**src/hw/rtl/brle_pkg.sv**
```systemverilog
// Shared types and constants of the two-level bitmask RLE encoder.
// Stream codes, encoder state record and result record; no dependencies.
package brle_pkg;

    // Stream codes carried in stream_id
    localparam logic [1:0] STREAM_DATA   = 2'd0;
    localparam logic [1:0] STREAM_MASK   = 2'd1;
    localparam logic [1:0] STREAM_POINTS = 2'd2;

    // Bit positions of the mask and points accumulators
    localparam logic [3:0] POS_START = 4'd7;
    localparam logic [3:0] POS_EMPTY = 4'd8;

    // Results one input item can cause
    localparam int RES_SLOTS = 3;

    typedef struct packed {
        logic       first_seen;
        logic [7:0] prev_byte;
        logic [7:0] mask_acc;
        logic [3:0] mask_pos;
        logic       first_mask;
        logic [7:0] prev_mask;
        logic [7:0] points_acc;
        logic [3:0] points_pos;
    } t_state;

    localparam t_state STATE_RESET = '{
        first_seen: 1'b1,
        prev_byte:  8'd0,
        mask_acc:   8'd0,
        mask_pos:   POS_START,
        first_mask: 1'b1,
        prev_mask:  8'd0,
        points_acc: 8'd0,
        points_pos: POS_START
    };

    typedef struct packed {
        logic [1:0] stream_id;
        logic [7:0] out_byte;
        logic       run_last;
    } t_res;

    typedef t_res [RES_SLOTS-1:0] t_res_vec;

endpackage

```
**src/hw/rtl/brle_if.sv**
```systemverilog
// Valid/ready channel interfaces of the encoder: image byte input and
// tagged result output. Uses no package.
interface brle_in_if;
    logic       valid;
    logic       ready;
    logic [7:0] pixel_byte;
    logic       end_of_image;

    modport source (output valid, output pixel_byte, output end_of_image, input ready);
    modport sink   (input valid, input pixel_byte, input end_of_image, output ready);
endinterface

interface brle_out_if;
    logic       valid;
    logic       ready;
    logic [1:0] stream_id;
    logic [7:0] out_byte;
    logic       run_last;

    modport source (output valid, output stream_id, output out_byte, output run_last,
                    input ready);
    modport sink   (input valid, input stream_id, input out_byte, input run_last,
                     output ready);
endinterface

```
**src/hw/rtl/brle_step.sv**
```systemverilog
// Combinational encoder step: next state and compacted results for one byte.
// Depends on brle_pkg.
module brle_step (
    input  brle_pkg::t_state   i_state,
    input  logic [7:0]         i_pixel_byte,
    input  logic               i_end_of_image,
    output brle_pkg::t_state   o_state,
    output brle_pkg::t_res_vec o_res,
    output logic [1:0]         o_count
);
    import brle_pkg::*;

    always_comb begin
        t_state     ns;
        logic [3:0] mp;
        logic [3:0] pp;
        logic [7:0] macc;
        logic [7:0] mval;
        logic [7:0] pacc;
        logic [7:0] pval;
        logic       fm;
        logic       full;
        logic       fin;
        logic       emit_d;
        logic       emit_m;
        logic       emit_p;
        logic [1:0] m_slot;
        logic [1:0] p_slot;

        ns     = i_state;
        emit_d = 1'b0;
        emit_m = 1'b0;
        emit_p = 1'b0;
        macc   = i_state.mask_acc;

        // Data level: emit on change, the first byte always
        if (i_state.first_seen) begin
            emit_d        = 1'b1;
            ns.first_seen = 1'b0;
            mp            = i_state.mask_pos;
            full          = 1'b0;
        end else begin
            mp = i_state.mask_pos - 4'd1;
            if (i_state.prev_byte != i_pixel_byte) begin
                emit_d = 1'b1;
                macc   = macc | (8'd1 << mp[2:0]);
            end
            full = (mp == 4'd0);
        end
        ns.prev_byte = i_pixel_byte;

        // Mask level: finish a full mask byte, or a partial one at end of image
        fin  = full || (i_end_of_image && mp != POS_EMPTY);
        mval = macc;
        fm   = i_state.first_mask;
        pp   = i_state.points_pos;
        pacc = i_state.points_acc;
        pval = pacc;
        if (fin) begin
            if (fm) begin
                emit_m = 1'b1;
                fm     = 1'b0;
            end else begin
                pp = pp - 4'd1;
                if (i_state.prev_mask != mval) begin
                    emit_m = 1'b1;
                    pacc   = pacc | (8'd1 << pp[2:0]);
                end
                if (pp == 4'd0) begin
                    emit_p = 1'b1;
                    pval   = pacc;
                    pacc   = 8'd0;
                    pp     = POS_EMPTY;
                end
            end
            ns.prev_mask = mval;
        end
        if (full) begin
            macc = 8'd0;
            mp   = POS_EMPTY;
        end
        ns.mask_acc   = macc;
        ns.mask_pos   = mp;
        ns.first_mask = fm;
        ns.points_acc = pacc;
        ns.points_pos = pp;

        // End of image: flush pending points bits, then start a new image
        if (i_end_of_image) begin
            if (!fm && pp != POS_EMPTY) begin
                emit_p = 1'b1;
                pval   = pacc;
            end
            ns = STATE_RESET;
        end

        // Pack results in stream order without gaps
        m_slot = {1'b0, emit_d};
        p_slot = m_slot + {1'b0, emit_m};
        o_res  = '0;
        if (emit_d) begin
            o_res[0] = '{stream_id: STREAM_DATA, out_byte: i_pixel_byte,
                         run_last: !(emit_m || emit_p)};
        end
        if (emit_m) begin
            o_res[m_slot] = '{stream_id: STREAM_MASK, out_byte: mval, run_last: !emit_p};
        end
        if (emit_p) begin
            o_res[p_slot] = '{stream_id: STREAM_POINTS, out_byte: pval, run_last: 1'b1};
        end
        o_count = p_slot + {1'b0, emit_p};
        o_state = ns;
    end

endmodule

```
**src/hw/rtl/bitmask_rle_image_encoder_core.sv**
```systemverilog
// Top level of the two-level bitmask RLE image encoder.
// Depends on brle_pkg, brle_if (brle_in_if, brle_out_if) and brle_step.
//
// Usage:
//   i_pix carries image bytes in bitplane scan order; end_of_image marks the
//   last byte of an image and flushes the partial mask and points bytes.
//   o_res carries tagged results (data, mask, points); run_last is set on the
//   last result that an input byte causes. A byte causes zero to three results.
//   Flow: a transfer on i_pix lands in the input register; its results are
//   computed combinationally and loaded into the result register, from which
//   they appear on o_res. Throughput is set by the single output port
//   draining the three-entry result register; bytes that repeat without closing
//   a mask byte pass at one per cycle while no results are pending. The input
//   register takes a new byte in the same cycle that the last pending result leaves.
//   Reset (synchronous, active low) empties both registers and returns the
//   encoder to the start of an image. When o_res stalls, results hold, one
//   byte waits in the input register and i_pix.ready drops.
module bitmask_rle_image_encoder_core (
    input  logic              i_clk,
    input  logic              i_rst_n,
    brle_in_if.sink           i_pix,
    brle_out_if.source        o_res
);
    import brle_pkg::*;

    logic       r_in_valid;
    logic [7:0] r_in_pixel;
    logic       r_in_eoi;

    t_state     r_state;
    t_state     n_state;

    t_res_vec   r_slot;
    t_res_vec   n_slot;
    logic [1:0] r_cnt;
    logic [1:0] n_cnt;

    logic       w_out_xfer;
    logic       w_move;

    brle_step u_step (
        .i_state        (r_state),
        .i_pixel_byte   (r_in_pixel),
        .i_end_of_image (r_in_eoi),
        .o_state        (n_state),
        .o_res          (n_slot),
        .o_count        (n_cnt)
    );

    // Advance the held byte once the result register frees up
    assign w_out_xfer  = o_res.valid && o_res.ready;
    assign w_move      = r_in_valid && ((r_cnt == 2'd0) || (r_cnt == 2'd1 && w_out_xfer));
    assign i_pix.ready = !r_in_valid || w_move;

    // Drive the head result
    assign o_res.valid     = (r_cnt != 2'd0);
    assign o_res.stream_id = r_slot[0].stream_id;
    assign o_res.out_byte  = r_slot[0].out_byte;
    assign o_res.run_last  = r_slot[0].run_last;

    // Control: input valid, result count, encoder state
    always_ff @(posedge i_clk) begin
        if (!i_rst_n) begin
            r_in_valid <= 1'b0;
            r_cnt      <= 2'd0;
            r_state    <= STATE_RESET;
        end else begin
            if (i_pix.ready) begin
                r_in_valid <= i_pix.valid;
            end
            if (w_move) begin
                r_cnt   <= n_cnt;
                r_state <= n_state;
            end else if (w_out_xfer) begin
                r_cnt <= r_cnt - 2'd1;
            end
        end
    end

    // Payload: capture input byte, load or shift result slots
    always_ff @(posedge i_clk) begin
        if (i_pix.valid && i_pix.ready) begin
            r_in_pixel <= i_pix.pixel_byte;
            r_in_eoi   <= i_pix.end_of_image;
        end
        if (w_move) begin
            r_slot <= n_slot;
        end else if (w_out_xfer) begin
            r_slot[0] <= r_slot[1];
            r_slot[1] <= r_slot[2];
        end
    end

    // Head result closes its byte's run exactly when it is the last one held
    a_run_last_head: assert property (@(posedge i_clk) disable iff (!i_rst_n)
        (r_cnt != 2'd0) |-> (r_slot[0].run_last == (r_cnt == 2'd1)))
        else $error("run_last does not match pending result count");

    // The first two held results keep stream order data, mask, points
    a_stream_order: assert property (@(posedge i_clk) disable iff (!i_rst_n)
        (r_cnt >= 2'd2) |-> (r_slot[0].stream_id < r_slot[1].stream_id))
        else $error("result streams out of order");

    // A held byte that cannot advance stays put
    a_in_hold: assert property (@(posedge i_clk) disable iff (!i_rst_n)
        (r_in_valid && !w_move) |=> (r_in_valid && $stable(r_in_pixel)
                                     && $stable(r_in_eoi)))
        else $error("held input byte lost or changed");

    // Accumulator positions stay within a byte plus the empty mark
    a_pos_range: assert property (@(posedge i_clk) disable iff (!i_rst_n)
        (r_state.mask_pos <= POS_EMPTY) && (r_state.points_pos <= POS_EMPTY))
        else $error("accumulator position out of range");

    // The pending result count changes only on a transfer or a load
    a_slot_hold: assert property (@(posedge i_clk) disable iff (!i_rst_n)
        (o_res.valid && !o_res.ready) |=> $stable(r_cnt))
        else $error("pending result count changed while stalled");

endmodule
```
**src/flat_wrapper.sv**
```systemverilog
// flat-port wrapper written by rule: the top's interface ports become plain ports
module bitmask_rle_image_encoder_core_flat import brle_pkg::*;
  (i_clk, i_rst_n, i_pix_valid, i_pix_pixel_byte, i_pix_end_of_image, i_pix_ready, o_res_valid, o_res_stream_id, o_res_out_byte, o_res_run_last, o_res_ready);
  brle_in_if i_pix_i ();
  brle_out_if o_res_i ();
  input  logic i_clk;
  input  logic i_rst_n;
  input wire logic [$bits(i_pix_i.valid)-1:0] i_pix_valid;
  input wire logic [$bits(i_pix_i.pixel_byte)-1:0] i_pix_pixel_byte;
  input wire logic [$bits(i_pix_i.end_of_image)-1:0] i_pix_end_of_image;
  output wire logic [$bits(i_pix_i.ready)-1:0] i_pix_ready;
  output wire logic [$bits(o_res_i.valid)-1:0] o_res_valid;
  output wire logic [$bits(o_res_i.stream_id)-1:0] o_res_stream_id;
  output wire logic [$bits(o_res_i.out_byte)-1:0] o_res_out_byte;
  output wire logic [$bits(o_res_i.run_last)-1:0] o_res_run_last;
  input wire logic [$bits(o_res_i.ready)-1:0] o_res_ready;
  assign i_pix_i.valid = i_pix_valid;
  assign i_pix_i.pixel_byte = i_pix_pixel_byte;
  assign i_pix_i.end_of_image = i_pix_end_of_image;
  assign i_pix_ready = i_pix_i.ready;
  assign o_res_valid = o_res_i.valid;
  assign o_res_stream_id = o_res_i.stream_id;
  assign o_res_out_byte = o_res_i.out_byte;
  assign o_res_run_last = o_res_i.run_last;
  assign o_res_i.ready = o_res_ready;
  bitmask_rle_image_encoder_core u_core (.i_clk(i_clk), .i_rst_n(i_rst_n), .i_pix(i_pix_i), .o_res(o_res_i));
endmodule
```
**config.mk**
```make
export PLATFORM = sky130hd
export DESIGN_NAME = bitmask_rle_image_encoder_core_flat
export DESIGN_NICKNAME = d
export VERILOG_FILES = /design/src/hw/rtl/brle_pkg.sv /design/src/hw/rtl/brle_if.sv /design/src/hw/rtl/brle_step.sv /design/src/hw/rtl/bitmask_rle_image_encoder_core.sv /design/src/flat_wrapper.sv
export SDC_FILE = /design/constraint.sdc
export NUM_CORES = 1
export LEC_CHECK = 0
export ABC_CLOCK_PERIOD_IN_PS = 6090
export BUFFER_PORTS_ARGS = -buffer_cell sky130_fd_sc_hd__buf_2
export CAP_MARGIN = 30
export CORE_MARGIN = 8
export CORE_UTILIZATION = 50
export CTS_CLUSTER_DIAMETER = 100
export DETAILED_ROUTE_END_ITERATION = 12
export PLACE_DENSITY = 0.66
export SKIP_CTS_REPAIR_TIMING = 1
export SLEW_MARGIN = 0
export SYNTH_ARGS = -nofsm -noshare
export SYNTH_HDL_FRONTEND = slang
export SYNTH_SLANG_ARGS = --single-unit
```
**constraint.sdc**
```tcl
create_clock -name i_clk -period 6.09 [get_ports i_clk]
set_input_delay 0 -clock i_clk [delete_from_list [all_inputs] [get_ports i_clk]]
set_output_delay 0 -clock i_clk [all_outputs]
set_load 0.03 [all_outputs]
```
## After elaboration in Yosys (flattened, before gate mapping)

Index checks and enable logic that the tools add are counted.

| word-level totals | value |
|---|---|
| flip-flop bits (word level) | 87 |
| logic and storage cells | 106 |

| operators by class | value |
|---|---|
| add/subtract/negate cells | 5 |
| $lt $le $gt $ge | 4 |
| equal/unequal tests | 5 |
| shift-type cells | 2 |
| multiplexer cells | 44 |
| bitwise gates (word level) | 2 |
| reductions and logical operators | 23 |

Operators with widths:

| cell | count |
|---|---|
| 8-bit two-way mux | 13 |
| 33-bit bitwise mux | 2 |
| 33-bit two-way mux | 2 |
| 22-bit two-way mux | 2 |
| 42-bit two-way mux | 1 |
| 11-bit demux with 2-bit select | 1 |
| 11-bit two-way mux | 2 |
| 4-bit two-way mux | 5 |
| 8-bit inequality test | 2 |
| 8-bit OR | 2 |
| 1-bit by 3-bit left shift with 8-bit output (first input constant) | 2 |
| 1-bit two-way mux | 12 |
| 11-bit demux with 1-bit select | 1 |
| 9-bit two-way mux | 1 |
| 1-bit logical AND | 8 |
| 4-bit zero test | 2 |
| 4-bit inequality test (second input constant) | 2 |
| 4-bit by 1-bit subtractor with 4-bit output (second input constant) | 2 |
| 2-bit nonzero test | 3 |
| 1-bit zero test | 4 |
| 1-bit logical OR | 4 |
| 2-bit two-way mux | 2 |
| 1-bit by 3-bit < comparator with 1-bit output (second input constant) | 1 |
| 2-bit by 3-bit < comparator with 1-bit output (second input constant) | 1 |
| 8 further kinds | 8 |

## Logic depth before layout (Yosys ltp)

Gate-level depths: netlist of run 1.

| logic depth | value |
|---|---|
| depth after elaboration | 18 |
| gate-level depth with buffers | 16 |
| gate-level depth less buffers | 15 |

## Cells and area by module

Synthesis of run 1 repeated with hierarchy kept, for this count alone.

| second synthesis, totals | value |
|---|---|
| cells, all modules | 594 |
| area total of the unflattened synthesis | 5559.1 um2 |

Modules (own cells, without submodules):

| module | instances | cells each | area each (um2) | seq. area each (um2) |
|---|---|---|---|---|
| bitmask_rle_image_encoder_core | 1 | 293 | 3467.1 | 2162.1 |
| brle_step | 1 | 301 | 2092.0 | 0.0 |

## Worst setup path after synthesis of run 1

OpenSTA, ideal clock, no wires.

| timing | value |
|---|---|
| path type | reg-to-reg |
| from | register u_core.r_state[21] in the netlist's numbering |
| to | register u_core.r_slot[16] in the netlist's numbering, data pin |
| setup time | 259 ps |
| arrival | 3545 ps |
| slack | 2286 ps |
| cell stages (with the launch flop) | 17 |
| path buffers | 1 |
| clock period less this slack | 3804 ps |
| cells stage by stage | dfxtp_1 > inv_1 > ha_1 > ha_1 > buf_4 > nor2_4 > a21oi_1 > a2111oi_2 > o311ai_2 > nor4_4 > or2_2 > inv_1 > ha_1 > o21ai_2 > nand3b_1 > nor2_1 > a211o_1 |

| on the way | value |
|---|---|
| longest elaborated chain between the ends | 17 |

RTL lines:

| element | RTL line | source |
|---|---|---|
| start, declared | bitmask_rle_image_encoder_core.sv:30 | `t_state r_state;` |
| start signal, assigned | bitmask_rle_image_encoder_core.sv:73 | `r_state <= n_state;` |
| 4-bit by 1-bit subtractor with 4-bit output | brle_step.sv:43 | `mp = i_state.mask_pos - 4'd1;` |
| 1-bit by 3-bit left shift with 8-bit output | brle_step.sv:46 | `macc = macc \| (8'd1 << mp[2:0]);` |
| 8-bit OR | brle_step.sv:46 |  |
| 8-bit two-way mux | brle_step.sv:44 | `if (i_state.prev_byte != i_pixel_byte) begin` |
| 8-bit two-way mux | brle_step.sv:37 | `if (i_state.first_seen) begin` |
| 8-bit inequality test | brle_step.sv:65 | `if (i_state.prev_mask != mval) begin` |
| 1-bit two-way mux | brle_step.sv:65 |  |
| 1-bit two-way mux | brle_step.sv:60 | `if (fm) begin` |
| 1-bit two-way mux | brle_step.sv:59 | `if (fin) begin` |
| 1-bit by 1-bit adder with 2-bit output | brle_step.sv:99 | `p_slot = m_slot + {1'b0, emit_m};` |
| 2-bit by 3-bit < comparator with 1-bit output (not written as such) or 2-bit by 1-bit greater-or-equal comparator with 1-bit output (tied branches) | brle_step.sv:109 | `o_res[p_slot] = '{stream_id: STREAM_POINTS, out_byte: pval, run_last: 1'b1};` |
| 1-bit logical AND (not written as such) | brle_step.sv:109 |  |
| 11-bit two-way mux (not written as such) | brle_step.sv:109 |  |
| 11-bit demux with 2-bit select | brle_step.sv:109 |  |
| 33-bit bitwise mux | brle_step.sv:109 |  |
| 33-bit two-way mux * | brle_step.sv:108 | `if (emit_p) begin` |
| 22-bit two-way mux * | bitmask_rle_image_encoder_core.sv:86 | `if (w_move) begin` |
| end signal, assigned | bitmask_rle_image_encoder_core.sv:87 | `r_slot <= n_slot;` |
| end, declared | bitmask_rle_image_encoder_core.sv:33 | `t_res_vec r_slot;` |

Every way passes the cells marked *; elsewhere a longest branch is shown, timed or not.
A chain may end at the register's enable or synchronous reset.

## Worst setup path after layout of run 1

Same ends and word-level chain as after synthesis.

==> metrics.md, run 1 <==
| Metric | Value |
|---|---|
| Status | finished, final reports clean |
| Area of the multi-input gates | 2410 µm² |
| Commonest cells after routing, fill and taps aside | nand2_1, dfxtp_1, edfxtp_1 |
| Vias in the first global route | 3,624 |
| Async set-reset flop share out of synthesis | 0% |
| Fin util | 56.79% |
| Starting DRT DRC Count | 269 |
| Clk sink count | 85 |
| Post-Route WL | 11,980 µm |
| First-pass GRT wire length | 19,420 µm |
| Crit-path cells | inv_1 > ha_1 > ha_1 > nor2b_4 > a21oi_1 > nor4_4 > o311ai_2 > nor4_4 > or2_2 > inv_1 > ha_1 > o21ai_2 > nand3b_1 > nor2_1 > a211o_1 |
| WL/cell | 18.46 µm |
| Die Y | 113.6 µm |
| Nets | 545 |
| Netlist cell types | 85 |
| Routability cong. | 0.9200 |
| Buf/Inv on CP | 2 |
| Diode count | 0 |
| Worst Path Max Fanout | 9 |
| Worst-Margin Slew | 0.9633 ns |
| Switching fraction of total power | 33.02% |
| Cells after synthesis | 493 |
| I/O pins | 26 |
| Fin crit share | 74.02% |
| R2R setup slack | 1.58 ns |
| Worst EP arrival | 4.64 ns |
| Skew-Pair Late Insertion Delay | 0.37 ns |
| Share of the synthesized area in the top cell type | 25.20% |
| Top FF cell, synth | dfxtp_1 |
| Internal power | 1.064 mW |
| Port bufs | 25 |
| Logic gate share of total power | 24.0% |
| Number of buffers created by CTS | 9 |
| Site Rows | 35 |
| Seq/Total Area, Yosys | 44.09% |
| Share of cells above drive strength 1 | 14.81% |
| Clk_skew | 0.01078 ns |
| Via count | 3,889 |
| First drt pass iteration count | 5 |
| Max Cap Viol | 0 |
| Critical R2R Launch | u_core.r_state[21]$_SDFFE_PN1P_ |
| Layout area overhead | 10.08% |
| RSZ-0062 raised after global routing | false |
| Endpoints failing hold | 0 |
| Commonest non-fill, non-tap cell in the layout | nand2_1 |
| Cell mode on critical path | ha_1 |
| Crit-path max cell delay | 0.58 ns |
| Fill cell count | 803 |
| Remaining Overflow, GRT | 0 |
| Overall routing resource usage | 18.92% |
| Crit Path Category | reg -> reg |
| Vias/cell | 5.992 |
| Final Max Slew Viols | 0 |
| FMAX | 221.8 MHz |
| Post-route DRC | 0 |
| Post-route ant nets | 0 |
| Post-synth EDFFs | 40 |
| Clock Power Share | 29.3% |
| Worst slew margin | 35.62% |
| Clk slew on worst S/H paths | 0.10 ns |
| #FFs+latches synth | 85 |
| Peak VDD IR | 0.1382 mV |
| Chip width | 113.6 µm |
| Syn_nets | 523 |
| Die ar. | 12,910 µm² |
| Top delay family on crit path | simple AND/OR/NAND/NOR gates |
| Register share of total power | 46.6% |
| Initial antenna violation count | 0 |
| Final setup fails | 0 |
| Worst Hold Depth | 2 |
| Psw | 524.4 µW |
| Synthesized area per cell | 9.670 µm² |
| Levels on crit path | 15 |
| WHS Endpoint | u_core.r_cnt[0]$_SDFFE_PN0P_ |
| TNS Setup | 0 ns |
| Worst path slowest cell | nor4_4 |
| Pleak | 2.036 nW |
| Worst hold margin | 0.02126 ns |
| Crit end category | flip-flop |
| CTS tree | done |
| Worst setup SP type | flip-flop |
| Reg2Reg Depth | 15 |
| Cell Area, Synth | 4767 µm² |
| Required @ worst endpoint | 6.22 ns |
| CTS Buffer Depth | 2 |
| Synth top area cells | edfxtp_1, dfxtp_1, ha_1 |
| H-tree Lvls | 3 |
| Hold_sp | i_rst_n |
| RR Endpoint | u_core.r_slot[16]$_DFFE_PP_ |
| Area leader, netlist | edfxtp_1 |
| Minimum clock period | 4.508 ns |
| Hold Crit Class | in -> reg |
| Power Dens Cells | 302.6 nW/µm² |
| HPWL after DPL | 8841 µm |
| Largest net degree at the start of global routing | 49 |
| Sequential Area | 2102 µm² |
| Placeable Area | 9240 µm² |
| Starting Density | 51.59% |
| Ys Warns | 0 |
| CTS Root Buffer Type | clkbuf_8 |
-- per-layer routing --
metal  part of all wire (%)  up-vias  track usage [%]  routed length (µm)
li1                       -     1846                -                   -
met1                     47     1855            27.28                5680
met2                     44      164            27.69                5217
met3                    6.9       24            2.483                 826
met4                    2.1        0            7.815                 257
met5                      0        -                0                   0
-- state kept, by name, summed over array words and instances (netlist names) --
name,cells
u_core.o_res.out_byte,8
u_core.o_res.run_last,1
u_core.o_res.stream_id,2
u_core.r_cnt,2
u_core.r_in_eoi,1
u_core.r_in_pixel,8
u_core.r_in_valid,1
u_core.r_slot,20
u_core.r_state,42
-- synth_stat cells (all sizes together) (4+ instances only) --
library cell,count
o21ai,23
clkbuf,11
nand4,4
nand3b,4
o221ai,7
ha,17
o211ai,8
and2,9
dfxtp,45
a41oi,4
nor3,12
o22ai,4
a21o,4
nand3,4
nand2,50
nor2b,16
and3,10
edfxtp,40
a31oi,15
xnor2,11
nand2b,16
nor2,41
buf,16
inv,26
a21oi,32
-- area by class of cell --
cell class                 count  area share (%)
timing repair buffer          38           4.721
tap                          129           3.076
multi-input combinational    355           45.92
clock inverter                 7           2.003
inverter                      26           1.860
clock buffer                   9           2.361
sequential                    85           40.06
-- cells by family (layout without fill, tap and decap cells) --
group,Yosys count,in the layout,synth area share (%)
fa+ha+maj,17,17,4.462
flops,85,85,44.09
compound gates,138,138,21.89
buf+inv,53,80,5.407
simple gates,183,183,20.89
mux,4,4,0.8662
xor+xnor,13,13,2.388
-- metrics by stage --
step	setup WS, ns	area, µm²	instances	total power [mW]
2_1_floorplan	2.286	4767	493	1.055
3_3_place_gp	1.807	4918	623	1.125
3_5_place_dp	1.646	4918	623	1.129
4_1_cts	1.614	5147	639	1.589
5_1_grt	1.284	5248	649	1.662
6_report	1.582	5248	649	1.588
-- how the worst max path moves through the flow --
| stage | from | endpoint | slack [ns] |
|---|---|---|---|
| detailed placement | u_core.r_state[21]$_SDFFE_PN1P_ | u_core.r_slot[16]$_DFFE_PP_ | 1.65 |
| floorplan | u_core.r_state[21]$_SDFFE_PN1P_ | u_core.r_slot[16]$_DFFE_PP_ | 2.29 |
| finish | u_core.r_state[21]$_SDFFE_PN1P_ | u_core.r_slot[16]$_DFFE_PP_ | 1.58 |
| CTS | u_core.r_state[21]$_SDFFE_PN1P_ | u_core.r_slot[16]$_DFFE_PP_ | 1.61 |
| global placement | u_core.r_state[21]$_SDFFE_PN1P_ | u_core.r_slot[16]$_DFFE_PP_ | 1.81 |
| global route | u_core.r_state[21]$_SDFFE_PN1P_ | u_core.r_slot[16]$_DFFE_PP_ | 1.28 |
-- power by group through the flow --
stage               registers (mW)  clock network [mW]  logic [mW]
floorplan                    0.743                   0       0.312
global route                 0.749               0.498       0.415
detailed placement           0.753                   0       0.376
CTS                          0.740               0.471       0.377
global placement             0.752                   0       0.373
finish                       0.741               0.466       0.382
Power figures use the tool's default switching activity.
==> inputs of run 2 (changes only) <==
- ABC_CLOCK_PERIOD_IN_PS: 6090 -> 3700
- PLACE_DENSITY: 0.66 -> 0.69
- clock period: 6.09 -> 3.7 ns (I/O delays scaled with it)
==> run 2 against run 1 <==
- non-clock buffer count rose by 23
- clock skew grew 0.00090 ns
- die area unchanged
- critical endpoint is now u_core.o_res.out_byte[1]$_DFFE_PP_
==> metrics.md, run 2 (same netlist as run 1, synthesis figures left out) <==
| Metric | Value |
|---|---|
| Share of cells above drive strength 1 | 18.23% (was 14.81%) |
| Post-route worst setup slack | 0.2442 ns (was 1.582 ns) |
| Vias in the first global route | 3,693 (was 3,624) |
| Worst setup SP type | flip-flop (unchanged) |
| Worst slew margin | 40.38% (was 35.62%) |
| Peak VDD IR | 0.2361 mV (was 0.1382 mV) |
| Site Rows | 35 (unchanged) |
| Routability cong. | 1.002 (was 0.9200) |
| Overall routing resource usage | 19.63% (was 18.92%) |
| Fin crit share | 93.40% (was 74.02%) |
| Pleak | 2.128 nW (was 2.036 nW) |
| Number of buffers created by CTS | 9 (unchanged) |
| Worst EP arrival | 3.56 ns (was 4.64 ns) |
| First drt pass iteration count | 5 (unchanged) |
| Die ar. | 12,910 µm² (unchanged) |
| Skew-Pair Late Insertion Delay | 0.36 ns (was 0.37 ns) |
| FMAX | 289.4 MHz (was 221.8 MHz) |
| Die Y | 113.6 µm (unchanged) |
| Hold Crit Class | in -> reg (unchanged) |
| Clk_skew | 0.01167 ns (was 0.01078 ns) |
| CTS Buffer Depth | 2 (unchanged) |
| H-tree Lvls | 3 (unchanged) |
| Cell Count Post-Placement | 640 (was 623) |
| Clk slew on worst S/H paths | 0.08 ns (was 0.10 ns) |
| Worst-Margin Slew | 0.8922 ns (was 0.9633 ns) |
| Largest net degree at the start of global routing | 25 (was 49) |
| Logic gate share of total power | 26.2% (was 24.0%) |
| Remaining Overflow, GRT | 0 (unchanged) |
| Initial antenna violation count | 0 (unchanged) |
| Cell Count, Final, Fillers Out | 672 (was 649) |
| Crit Path Category | reg -> reg (unchanged) |
| Clk sink count | 85 (unchanged) |
| Required @ worst endpoint | 3.80 ns (was 6.22 ns) |
| Internal power | 1.685 mW (was 1.064 mW) |
| WL/cell | 19.04 µm (was 18.46 µm) |
| Post-route ant nets | 0 (unchanged) |
| Crit end category | flip-flop (unchanged) |
| Worst Path Max Fanout | 6 (was 9) |
| Starting Density | 51.59% (unchanged) |
| Worst Hold Depth | 2 (unchanged) |
| CTS tree | done (unchanged) |
| Largest regs | u_core.r_state: 42 flops, u_core.r_slot: 20 flops (unchanged) |
| Starting DRT DRC Count | 318 (was 269) |
| First-pass GRT wire length | 19,880 µm (was 19,420 µm) |
| CTS Root Buffer Type | clkbuf_8 (unchanged) |
| Commonest cells after routing, fill and taps aside | nand2_1, dfxtp_1, edfxtp_1 (unchanged) |
| Nets | 568 (was 545) |
| Status | finished, final reports clean (unchanged) |
| Post-Route WL | 12,790 µm (was 11,980 µm) |
| Power Dens Cells | 464.8 nW/µm² (was 302.6 nW/µm²) |
| Psw | 833.0 µW (was 524.4 µW) |
| Commonest non-fill, non-tap cell in the layout | nand2_1 (unchanged) |
| Final Max Slew Viols | 0 (unchanged) |
| I/O pins | 26 (unchanged) |
| Worst hold margin | 0.03702 ns (was 0.02126 ns) |
| Max reg flops | 42 (unchanged) |
| Endpoints failing hold | 0 (unchanged) |
| Placeable Area | 9240 µm² (unchanged) |
| Most flops, register | u_core.r_state (unchanged) |
| Max Cap Viol | 0 (unchanged) |
| Layout area overhead | 13.65% (was 10.08%) |
| Diode count | 0 (unchanged) |
| Via count | 3,916 (was 3,889) |
| Minimum clock period | 3.456 ns (was 4.508 ns) |
| Reg2Reg Depth | 15 (unchanged) |
| Vias/cell | 5.827 (was 5.992) |
| Chip width | 113.6 µm (unchanged) |
| Switching fraction of total power | 33.08% (was 33.02%) |
| Pre-CTS WS | 0.08565 ns (was 1.646 ns) |
| Post-route DRC | 0 (unchanged) |
| Port bufs | 25 (unchanged) |
| Register share of total power | 48.5% (was 46.6%) |
| HPWL after DPL | 9504 µm (was 8841 µm) |
| Final setup fails | 0 (unchanged) |
| Clock Power Share | 25.3% (was 29.3%) |
[run 2: path summary, 6_finish.rpt]
check / start / to / slack [ns]
setup reg to reg: u_core.r_state[21]$_SDFFE_PN1P_ / u_core.o_res.out_byte[1]$_DFFE_PP_ / 0.24
hold reg to reg: u_core.r_state[6]$_SDFFE_PN0P_ / u_core.r_state[6]$_SDFFE_PN0P_ / 0.48
setup / recovery: u_core.r_state[21]$_SDFFE_PN1P_ / u_core.o_res.out_byte[1]$_DFFE_PP_ / 0.24
hold / removal: i_rst_n / u_core.r_cnt[1]$_SDFFE_PN0P_ / 0.04
[run 2: cell type report]
type	count	area, µm²
Multi-Input combinational cell	355	2455
Tap cell	129	161.4
Clock inverter	5	52.55
Clock buffer	11	131.4
Timing Repair Buffer	61	417.9
Sequential cell	85	2102
Fill cell	806	3822
Inverter	26	97.59
[run 2: metrics by stage]
stage / instance area [µm²] / setup TNS [ns] / total power [mW] / util, %
2_1_floorplan: 4767 / 0 / 1.736 / -
3_3_place_gp: 5044 / 0 / 1.880 / 54.58
3_5_place_dp: 5044 / 0 / 1.888 / 54.58
4_1_cts: 5228 / 0 / 2.518 / 56.57
5_1_grt: 5418 / -0.02374 / 2.631 / 58.63
6_report: 5418 / 0 / 2.518 / 58.63
[run 2: critical path, cell delays in order (launching register included)]
cell,delay [ns]
dfxtp_1,0.33
inv_1,0.06
ha_1,0.24
ha_4,0.33
nor2b_4,0.19
a21oi_1,0.12
nor4_4,0.32
o311ai_4,0.17
nor4_4,0.31
or2_2,0.18
ha_1,0.20
inv_1,0.08
o21ai_1,0.21
nor2_1,0.14
a32oi_1,0.20
o311ai_2,0.14
[run 2: power by group through the flow]
stage	Clock [mW]	Combinational, mW	Sequential, mW
2_1_floorplan	0	0.514	1.22
3_3_place_gp	0	0.641	1.24
3_5_place_dp	0	0.647	1.24
4_1_cts	0.649	0.649	1.22
5_1_grt	0.679	0.718	1.23
6_report	0.636	0.661	1.22
[run 2: routing by layer]
layer / GRT usage (%) / wire [µm]
met2: 29.35 / 5702
met1: 27.46 / 6060
met3: 4.543 / 825
met4: 5.773 / 206
met5: 0 / 0
==> inputs of run 3 (changes only) <==
- PLACE_DENSITY: 0.69 -> 0.7
==> run 3 against run 2 <==
- combinational power is essentially flat
- fmax decreased by 1.3%
- non-clock buffer count shrank 5
- worst setup slack got worse by 0.046 ns
- power rose by 3.7%
- clock power rose by 16%
- clock skew rose by 0.0020 ns
- via count increased by 0.26%
- critical endpoint is now u_core.r_slot[16]$_DFFE_PP_
- largest power group unchanged
- highest routed layer unchanged
==> metrics.md, run 3 (same netlist as run 1, synthesis figures left out) <==
| Metric | Value |
|---|---|
| Status | finished, final reports clean (unchanged) |
| Nets | 563 (was 568) |
| Post-route DRC | 0 (unchanged) |
| Via count | 3,926 (was 3,916) |
| Post-Route WL | 12,650 µm (was 12,790 µm) |
| Remaining Overflow, GRT | 0 (unchanged) |
| WL/cell | 18.96 µm (was 19.04 µm) |
| Starting DRT DRC Count | 365 (was 318) |
| Minimum clock period | 3.501 ns (was 3.456 ns) |
| Share of cells above drive strength 1 | 17.66% (was 18.23%) |
| Worst path slowest cell | dfxtp_1 (unchanged) |
| Buf/Inv on CP | 3 (was 2) |
| Crit end category | flip-flop (unchanged) |
| Clk sink count | 85 (unchanged) |
| H-tree Lvls | 3 (unchanged) |
| Skew-Pair Late Insertion Delay | 0.37 ns (was 0.36 ns) |
| Worst-Margin Slew | 0.9164 ns (was 0.8922 ns) |
| Die ar. | 12,910 µm² (unchanged) |
| CTS Root Buffer Type | clkbuf_8 (unchanged) |
| Site Rows | 35 (unchanged) |
| Routability cong. | 0.9548 (was 1.002) |
| I/O pins | 26 (unchanged) |
| RSZ-0062 raised after global routing | false |
| Pleak | 2.119 nW (was 2.128 nW) |
| R2R setup slack | 0.20 ns (was 0.24 ns) |
| HPWL after DPL | 9342 µm (was 9504 µm) |
| Fin crit share | 94.63% (was 93.40%) |
| Final setup fails | 0 (unchanged) |
| Final Max Slew Viols | 0 (unchanged) |
| Setup crit start | u_core.r_state[21]$_SDFFE_PN1P_ (unchanged) |
| Crit-path cells | inv_1 > ha_1 > ha_4 > buf_4 > a32oi_1 > a31oi_1 > mux2_2 > nor4_4 > or2_2 > inv_1 > ha_1 > o21ai_2 > nand3b_1 > nor2_1 > a211o_1 (was inv_1 > ha_1 > ha_4 > nor2b_4 > a21oi_1 > nor4_4 > o311ai_4 > nor4_4 > or2_2 > ha_1 > inv_1 > o21ai_1 > nor2_1 > a32oi_1 > o311ai_2) |
| Diode count | 0 (unchanged) |
| Reg2Reg Depth | 15 (unchanged) |
| RR Endpoint | u_core.r_slot[16]$_DFFE_PP_ (was u_core.o_res.out_byte[1]$_DFFE_PP_) |
| Worst hold margin | 0.01227 ns (was 0.03702 ns) |
| Largest net degree at the start of global routing | 30 (was 25) |
| Crit Path Category | reg -> reg (unchanged) |
| Levels on crit path | 15 (unchanged) |
| Worst setup SP type | flip-flop (unchanged) |
| Crit-path max cell delay | 0.34 ns (was 0.33 ns) |
| TNS Setup | 0 ns (unchanged) |
| Vias/cell | 5.886 (was 5.827) |
| Max Cap Viol | 0 (unchanged) |
| Endpoints failing hold | 0 (unchanged) |
| Overall routing resource usage | 19.65% (was 19.63%) |
| Power Dens Cells | 484.1 nW/µm² (was 464.8 nW/µm²) |
| First-pass GRT wire length | 19,810 µm (was 19,880 µm) |
| Worst Path Max Fanout | 6 (unchanged) |
| Number of buffers created by CTS | 9 (unchanged) |
| Max reg flops | 42 (unchanged) |
| Crit path to | u_core.r_slot[16]$_DFFE_PP_ (was u_core.o_res.out_byte[1]$_DFFE_PP_) |
| Required @ worst endpoint | 3.83 ns (was 3.80 ns) |
| First drt pass iteration count | 7 (was 5) |
| Starting Density | 51.59% (unchanged) |
| Chip width | 113.6 µm (unchanged) |
| Port bufs | 25 (unchanged) |
| Top delay family on crit path | adder cells (was simple AND/OR/NAND/NOR gates) |
| Vias in the first global route | 3,684 (was 3,693) |
| Die Y | 113.6 µm (unchanged) |
| Layout area overhead | 13.20% (was 13.65%) |
| Post-route ant nets | 0 (unchanged) |
| Worst EP arrival | 3.63 ns (was 3.56 ns) |
| Critical R2R Launch | u_core.r_state[21]$_SDFFE_PN1P_ (unchanged) |
| Peak VDD IR | 0.2663 mV (was 0.2361 mV) |
| Hold Crit Class | in -> reg (unchanged) |
| Most flops, register | u_core.r_state (unchanged) |
| Commonest cells after routing, fill and taps aside | nand2_1, dfxtp_1, edfxtp_1 (unchanged) |
| Placeable Area | 9240 µm² (unchanged) |
| FMAX | 285.6 MHz (was 289.4 MHz) |
| CTS tree | done (unchanged) |
| Initial antenna violation count | 0 (unchanged) |
| CTS Buffer Depth | 2 (unchanged) |
| Largest regs | u_core.r_state: 42 flops, u_core.r_slot: 20 flops (unchanged) |
| Clk_skew | 0.01368 ns (was 0.01167 ns) |
| Clk slew on worst S/H paths | 0.10 ns (was 0.08 ns) |
| Worst slew margin | 38.76% (was 40.38%) |
| Commonest non-fill, non-tap cell in the layout | nand2_1 (unchanged) |
run 3: cell count changes in the layout (fill, tap and decap cells not counted), moves of 2 or more:
cell / change
clkinv_2: -3
inv_6: +2
buf_4: -4
clkbuf_1: -2
run 3: area by class of cell:
class                      count  area, µm²
fill                         823       3844
multi-input combinational    355       2430
sequential                    85       2102
timing repair buffer          56      382.9
tap                          129      161.4
clock buffer                  10      148.9
inverter                      26      97.59
clock inverter                 6      73.82
run 3: worst min-delay path by stage:
| stage | cells after the start | end | slack (ns) | startpoint |
|---|---|---|---|---|
| floorplan | 0 | u_core.r_in_eoi$_DFFE_PP_ | 0.1 | i_pix_end_of_image |
| global placement | 1 | u_core.r_in_pixel[1]$_DFFE_PP_ | 0.18 | i_pix_pixel_byte[1] |
| detailed placement | 1 | u_core.r_in_pixel[4]$_DFFE_PP_ | 0.18 | i_pix_pixel_byte[4] |
| CTS | 1 | u_core.r_in_pixel[4]$_DFFE_PP_ | -0.21 | i_pix_pixel_byte[4] |
| global route | 2 | u_core.r_cnt[0]$_SDFFE_PN0P_ | 0.03 | i_rst_n |
| finish | 2 | u_core.r_cnt[0]$_SDFFE_PN0P_ | 0.01 | i_rst_n |
run 3: per-stage QoR:
step | setup WS [ns] | power [mW] | cell area (µm²) | instances | utilization, %
after floorplan | 0.01439 | 1.736 | 4767 | 493 | -
after global placement | 0.2530 | 1.865 | 5021 | 637 | 54.34
after detailed placement | 0.1614 | 1.878 | 5021 | 637 | 54.34
after CTS | 0.1471 | 2.603 | 5244 | 653 | 56.75
after global routing | 0.03311 | 2.727 | 5396 | 667 | 58.40
final | 0.1987 | 2.612 | 5396 | 667 | 58.40
run 3: power breakdown:
group / leakage (nW) / switching, mW / internal, mW
Sequential: 0.750 / 0.0611 / 1.16
Combinational: 1.25 / 0.441 / 0.217
Clock: 0.115 / 0.372 / 0.364
run 3: layer usage:
layer	share of wire, %	global-route usage [%]	up-vias
li1	-	-	1890
met1	45	26.80	1855
met2	45	29.66	163
met3	7.7	4.649	18
met4	1.8	6.838	0
met5	0	0	-
